File: src/rtl/ppi_pkg.sv
// Package for the particle pool integrator: slot record, FSM states,
// stream field offsets, register indexes and reset values.
// No dependencies.
package ppi_pkg;

	localparam int POOL_SIZE_DEF = 256;

	// configuration port
	localparam int CFG_W     = 24;
	localparam int REG_IDX_W = 2;
	localparam logic [REG_IDX_W-1:0] REG_GRAV_NORMAL  = 2'd0;
	localparam logic [REG_IDX_W-1:0] REG_GRAV_SMOKE   = 2'd1;
	localparam logic [REG_IDX_W-1:0] REG_SMOKE_GROWTH = 2'd2;
	localparam logic [CFG_W-1:0] GRAV_NORMAL_RST  = 24'd327680;
	localparam logic [CFG_W-1:0] GRAV_SMOKE_RST   = 24'd65536;
	localparam logic [CFG_W-1:0] SMOKE_GROWTH_RST = 24'd3277;

	// item codes
	localparam logic      OP_TICK    = 1'b1;
	localparam logic [1:0] KIND_SMOKE = 2'd2;

	// field widths
	localparam int VAL_W     = 32;
	localparam int LIFE_IN_W = 24;
	localparam int SIZE_IN_W = 24;
	localparam int KIND_W    = 2;
	localparam int DT_W      = 16;
	localparam int LIFE_W    = 25;   // lifetime in the slot, may go negative
	localparam int COUNT_W   = 9;
	localparam int COUNT_MAX = 511;

	// input tdata layout, lowest bit first
	localparam int POS_X_LSB = 0;
	localparam int POS_Y_LSB = 32;
	localparam int POS_Z_LSB = 64;
	localparam int VEL_X_LSB = 96;
	localparam int VEL_Y_LSB = 128;
	localparam int VEL_Z_LSB = 160;
	localparam int LIFE_LSB  = 192;
	localparam int SIZE_LSB  = 216;
	localparam int KIND_LSB  = 240;
	localparam int DT_LSB    = 242;
	localparam int IN_TDATA_W  = 264;
	localparam int OUT_TDATA_W = 16;

	typedef struct packed {
		logic signed [VAL_W-1:0]  pos_x;
		logic signed [VAL_W-1:0]  pos_y;
		logic signed [VAL_W-1:0]  pos_z;
		logic signed [VAL_W-1:0]  vel_x;
		logic signed [VAL_W-1:0]  vel_y;
		logic signed [VAL_W-1:0]  vel_z;
		logic signed [LIFE_W-1:0] life;
		logic [VAL_W-1:0]         size;
		logic [KIND_W-1:0]        kind;
	} slot_t;

	// status of the write-back stage toward the controller
	typedef struct packed {
		logic valid;
		logic live;
	} upd_stat_t;

	typedef enum logic [2:0] {
		ST_IDLE,
		ST_EMIT_RD,
		ST_EMIT_WR,
		ST_TICK_RD,
		ST_TICK_DRAIN,
		ST_DONE
	} state_t;

	// clamp a 33-bit two's complement sum to the signed 32-bit range
	function automatic logic [VAL_W-1:0] sat_s32(input logic [VAL_W:0] v);
		logic [VAL_W-1:0] r;
		if (v[VAL_W] != v[VAL_W-1])
			r = v[VAL_W] ? {1'b1, {(VAL_W-1){1'b0}}} : {1'b0, {(VAL_W-1){1'b1}}};
		else
			r = v[VAL_W-1:0];
		return r;
	endfunction

endpackage

File: src/rtl/ppi_update.sv
// Euler update datapath: multiply stage on the read slot, then
// add/saturate stage that produces the write-back word. Uses ppi_pkg.
module ppi_update
	import ppi_pkg::*;
#(
	parameter int AW = $clog2(POOL_SIZE_DEF)
) (
	input  logic               clk,
	input  logic               arst_n,
	input  logic               in_valid,
	input  logic               in_fresh,   // slot was written since reset
	input  logic [AW-1:0]      in_addr,
	input  slot_t              rd_data,
	input  logic [DT_W-1:0]    dt,
	input  logic [CFG_W-1:0]   gn_dt,
	input  logic [CFG_W-1:0]   gs_dt,
	input  logic [CFG_W-1:0]   grow_dt,
	output upd_stat_t          stat,
	output logic               wr_en,
	output logic [AW-1:0]      wr_addr,
	output slot_t              wr_data
);

	localparam int PROD_W = VAL_W + DT_W + 1;

	logic                    live_in;
	logic signed [PROD_W-1:0] prod_x, prod_y, prod_z;
	logic signed [DT_W:0]     dt_s;

	logic                valid_s2, live_s2;
	logic [AW-1:0]       addr_s2;
	slot_t               rec_s2;
	logic [VAL_W-1:0]    vdt_x_s2, vdt_y_s2, vdt_z_s2;

	logic                smoke;
	logic [CFG_W-1:0]    gdt;
	logic [VAL_W:0]      sum_x, sum_y, sum_z, sum_vy, sum_sz;
	logic [LIFE_W-1:0]   new_life;
	slot_t               upd;

	assign live_in = in_fresh && !rd_data.life[LIFE_W-1] && (rd_data.life != '0);
	assign dt_s    = $signed({1'b0, dt});
	assign prod_x  = $signed(rd_data.vel_x) * dt_s;
	assign prod_y  = $signed(rd_data.vel_y) * dt_s;
	assign prod_z  = $signed(rd_data.vel_z) * dt_s;

	always_ff @(posedge clk or negedge arst_n) begin
		if (!arst_n) begin
			valid_s2 <= 1'b0;
			live_s2  <= 1'b0;
		end else begin
			valid_s2 <= in_valid;
			live_s2  <= in_valid && live_in;
		end
	end

	// arithmetic shift right by 16 is the floor of the scaled product
	always_ff @(posedge clk) begin
		addr_s2  <= in_addr;
		rec_s2   <= rd_data;
		vdt_x_s2 <= prod_x[VAL_W+DT_W-1:DT_W];
		vdt_y_s2 <= prod_y[VAL_W+DT_W-1:DT_W];
		vdt_z_s2 <= prod_z[VAL_W+DT_W-1:DT_W];
	end

	always_comb begin
		smoke    = (rec_s2.kind == KIND_SMOKE);
		gdt      = smoke ? gs_dt : gn_dt;
		sum_x    = {rec_s2.pos_x[VAL_W-1], rec_s2.pos_x} + {vdt_x_s2[VAL_W-1], vdt_x_s2};
		sum_y    = {rec_s2.pos_y[VAL_W-1], rec_s2.pos_y} + {vdt_y_s2[VAL_W-1], vdt_y_s2};
		sum_z    = {rec_s2.pos_z[VAL_W-1], rec_s2.pos_z} + {vdt_z_s2[VAL_W-1], vdt_z_s2};
		sum_vy   = {rec_s2.vel_y[VAL_W-1], rec_s2.vel_y}
			- {{(VAL_W+1-CFG_W){1'b0}}, gdt};
		sum_sz   = {1'b0, rec_s2.size} + {{(VAL_W+1-CFG_W){1'b0}}, grow_dt};
		new_life = rec_s2.life - {{(LIFE_W-DT_W){1'b0}}, dt};

		upd       = rec_s2;
		upd.pos_x = sat_s32(sum_x);
		upd.pos_y = sat_s32(sum_y);
		upd.pos_z = sat_s32(sum_z);
		upd.vel_y = sat_s32(sum_vy);
		upd.life  = new_life;
		if (smoke)
			upd.size = sum_sz[VAL_W] ? '1 : sum_sz[VAL_W-1:0];
	end

	assign wr_en      = valid_s2 && live_s2;
	assign wr_addr    = addr_s2;
	assign wr_data    = upd;
	assign stat.valid = valid_s2;
	assign stat.live  = live_s2 && !new_life[LIFE_W-1] && (new_life != '0);

endmodule

File: config.mk
export PLATFORM = sky130hd
export DESIGN_NAME = ppi_update
export DESIGN_NICKNAME = d
export VERILOG_FILES = /design/src/rtl/ppi_pkg.sv /design/src/rtl/ppi_update.sv
export SDC_FILE = /design/constraint.sdc
export NUM_CORES = 2
export LEC_CHECK = 0
export BUFFER_PORTS_ARGS = -buffer_cell sky130_fd_sc_hd__buf_2
export CELL_PAD_IN_SITES_DETAIL_PLACEMENT = 0
export CELL_PAD_IN_SITES_GLOBAL_PLACEMENT = 1
export CORE_MARGIN = 1.5
export CORE_UTILIZATION = 52
export CTS_BUF_LIST = sky130_fd_sc_hd__clkbuf_16
export DETAILED_ROUTE_END_ITERATION = 10
export HOLD_SLACK_MARGIN = 0.06
export PLACE_DENSITY_LB_ADDON = 0.1
export SETUP_SLACK_MARGIN = 0.3
export SKIP_LAST_GASP = 1
export SYNTH_ARGS = -nofsm -noshare
export SYNTH_HDL_FRONTEND = slang
export SYNTH_SLANG_ARGS = --single-unit
File: constraint.sdc
create_clock -name clk -period 15.9 [get_ports clk]
set_input_delay 3.18 -clock clk [delete_from_list [all_inputs] [get_ports clk]]
set_output_delay 3.18 -clock clk [all_outputs]
set_load 0.05 [all_outputs]
==> impl.org <==
** Drt
- Average wire per cell in the routed design :: 18.6 um
- DR vias/cell :: 5.24
- Total wire length :: 182000 um
- For this run, design rule violations remaining after detail routing come to 0.
- Before antenna repair, the detailed router went through 5 iterations.
- Violation count after the first detailed-route iteration :: 2601
- Total via count in the routed design :: 51200
- Antenna-violating nets left :: 0

** Synth
- The number of nets handed over by synthesis was 9951.
- Summing the areas of all fa, ha and maj instances in the mapped netlist gives 51.7% of the synthesized area.
- Async set-or-reset flop fraction in the synthesized netlist :: 0.560%
- Mux contribution to synthesized area :: 0.425%
- By area, the combinational part of the netlist is dominated by adder cells.
- Counting flops and latches in the post-synthesis netlist gives 357.
- Summing the areas of all and, or, nand and nor instances in the mapped netlist gives 15.1% of the synthesized area.
- The synthesized netlist devotes 7.29% of its cell area to compound gates.
- Counting flops with a built-in enable in the synthesized netlist gives 0.
- The average instance in the mapped netlist occupies 9.03 um^2.
- Among all flip-flop cells after synthesis, the most frequent one is sky130_fd_sc_hd__dfxtp_1.
- Synthesis produced 7652 cells.
- Sequential cells were found to cover 10.4% of the synthesized design area.
- After synthesis the cells add up to 0.0691 mm^2.
- Synthesized-area fraction occupied by xor and xnor cells :: 3.23%
- The Yosys step of the flow raised 0 warnings.
- Number of unique standard cell types used by synthesis :: 85

** Clocking
- Clock-pin slew was measured on the worst setup and hold paths at 60 ps.
- TritonCTS clock tree :: yes
- Buffer depth of the longest clock path :: 3
- In this run, post-CTS hold repair placed 0 buffers.
- Counting the buffers created by CTS gives 49.
- # clock sinks :: 357
- CTS root buffer :: sky130_fd_sc_hd__clkbuf_16
- CTS built an H-tree with a depth of 2.
- Buffer count from post-CTS setup fixing :: 0
- The number of gates resized after CTS was 0.

** Finish
- After routing the design area is 0.0745 mm^2.
- Most common cell after layout, fill and taps aside :: sky130_fd_sc_hd__inv_1
- The post-route netlist has 9.34% of its cells at a drive strength greater than 1.
- From synthesis to final layout, the design area changed by 7.87%.
- The top cell types in the final layout, fill and taps aside, are sky130_fd_sc_hd__inv_1, sky130_fd_sc_hd__fa_1, sky130_fd_sc_hd__nand2_1.
- Layout Nets :: 10300

** Global routing
- The number of antenna violations at the first check in global routing is 6.
- The via count of the first global-routing pass came to 55100.
- Entering global routing, the biggest net connects 75 pins.
- The first global-routing pass estimated 296000 um of wire.
- Global routing finished with a remaining overflow of 0.
- For this run, the total global-route usage over all layers was measured as 27.7%.

** Timing
- The final count of pins violating max slew is 0.
- For the pin with the worst max-slew slack, the measured transition is 1040 ps.
- The routed design could run at a clock period as short as 11060 ps.
- Final count of negative-setup-slack endpoints :: 0
- Number of hold violations in the final report :: 0
- Period utilisation layout :: 69.5%
- Total negative slack for setup checks :: 0 ps
- Setup repair after global routing left no endpoint under its margin.
- Headroom to the max-slew limit came out at 30.5%.
- Max Freq :: 90.4 MHz

** Floorplanning
- The initial utilization of the core area, before any placement, comes to 52.5%.
- The floorplan has 133 rows.
- The die is 368 um tall.
- Pin placement for this block handled 613 I/O pins.
- Die Span X :: 368 um
- The floorplan step defined a die boundary enclosing 0.135 mm^2.
- In this run the standard cell core region covers 0.132 mm^2.

** Placement
- Routability-driven placement finished with a final weighted congestion of 0.871.
- Summing all placed instances gives a cell area of 0.0729 mm^2.
- Placed wire-length estimate after detailed placement :: 140000 um
- In this run the tool buffered the top-level ports with 612 buffer cells.

** Setup path
- The signal on the critical path passes through buf_4 > buf_4 > buf_4 > inv_1 > ha_1 > o21a_1 > o31a_1 > o41a_1 > a311o_1 > o311ai_1 > a31oi_1 > a21oi_1 > xor2_1 > nor4_2 > a31oi_1 > buf_2.
- The worst setup path is of the primary input to primary output kind.
- For the worst setup path, the data arrival time is 7880 ps.
- The worst setup path is captured at a primary output.
- The largest single stage delay on the critical path is 700 ps.
- Required time of the critical path :: 12720 ps
- Startpoint kind of the worst setup timing path :: primary input
- Buf/Inv on CP :: 5
- Critical path depth in cells :: 16
- Master of the slowest instance on the critical path :: sky130_fd_sc_hd__buf_4
- Most common cell on crit path :: sky130_fd_sc_hd__buf_4
- In this design, the largest share of critical-path delay is due to compound AO/OA/AOI/OAI gates.
- Along the worst path, the maximum fanout reaches 51.

** Flow run
- Maxcap violations :: 0

** Run status
- Result of the run :: completed

** Worst hold path
- The tightest min-delay check is of the primary input to async pin type.
[stage by stage]
stage / setup WS [ps] / instances / hold WS, ps / util [%]
after floorplan: 4910 / 7652 / 2880 / -
after global placement: 4920 / 9671 / 2970 / 55.4
after detailed placement: 4810 / 9671 / 2970 / 55.4
after CTS: 4880 / 9762 / 2280 / 56.6
after global routing: 4600 / 9762 / 2300 / 56.6
final: 4840 / 9765 / 2310 / 56.6
[per-layer routing]
metal | vias up | track usage (%) | part of all wire, %
met5 | - | 0 | 0.0072
met4 | 2 | 6.55 | 2.5
met3 | 262 | 3.33 | 5.5
met2 | 1367 | 48.5 | 50
met1 | 26000 | 36.5 | 42
li1 | 23500 | - | -
[registers in the layout (all words and copies together) (netlist names)]
| name | count |
|---|---|
| vdt_x_s2 | 32 |
| wr_addr | 8 |
| valid_s2 | 1 |
| vdt_z_s2 | 32 |
| wr_data | 66 |
| live_s2 | 1 |
| vdt_y_s2 | 32 |
| rec_s2 | 185 |
[kinds of logic (layout without fill, tap and decap cells)]
kind of cell / Yosys count / in the layout
flops: 357 / 357
other cells: 0 / 3
fa+ha+maj: 1994 / 1994
simple gates: 2119 / 2119
mux: 29 / 29
xor+xnor: 254 / 254
buf+inv: 2114 / 2469
compound gates: 785 / 785
[cells in the mapped netlist, types with 124 or more instances]
master,count,area [um^2]
sky130_fd_sc_hd__a21o_1,124,931
sky130_fd_sc_hd__a21oi_1,229,1150
sky130_fd_sc_hd__and2_1,689,4310
sky130_fd_sc_hd__clkbuf_1,288,1080
sky130_fd_sc_hd__dfxtp_1,355,7110
sky130_fd_sc_hd__fa_1,1452,29100
sky130_fd_sc_hd__ha_1,496,6210
sky130_fd_sc_hd__inv_1,1743,6540
sky130_fd_sc_hd__nand2_1,967,3630
sky130_fd_sc_hd__nor2_1,150,563
sky130_fd_sc_hd__o21ai_0,134,671
sky130_fd_sc_hd__xnor2_1,152,1330
[layout make-up]
type                            instances  area, um^2
Clock buffer                           49        1230
Sequential cell                       357        7160
Fill cell                           12200       57100
Timing Repair Buffer                  635        3270
Tap cell                             1755        2200
Multi-Input combinational cell       5181       53800
Clock inverter                         42         398
Antenna cell                            3        7.51
Inverter                             1743        6540
[worst paths after layout]
kind / start / endpoint / slack, ps
min: arst_n / live_s2 / 2310
max: dt[2] / stat[0] / 4840
max in group asynchronous: arst_n / valid_s2 / 13470
min in group clk: rd_data[247] / rec_s2[247] / 2630
Power is not shown: default switching activity piles up to over one toggle a cycle in this logic, so the estimate is an artifact.
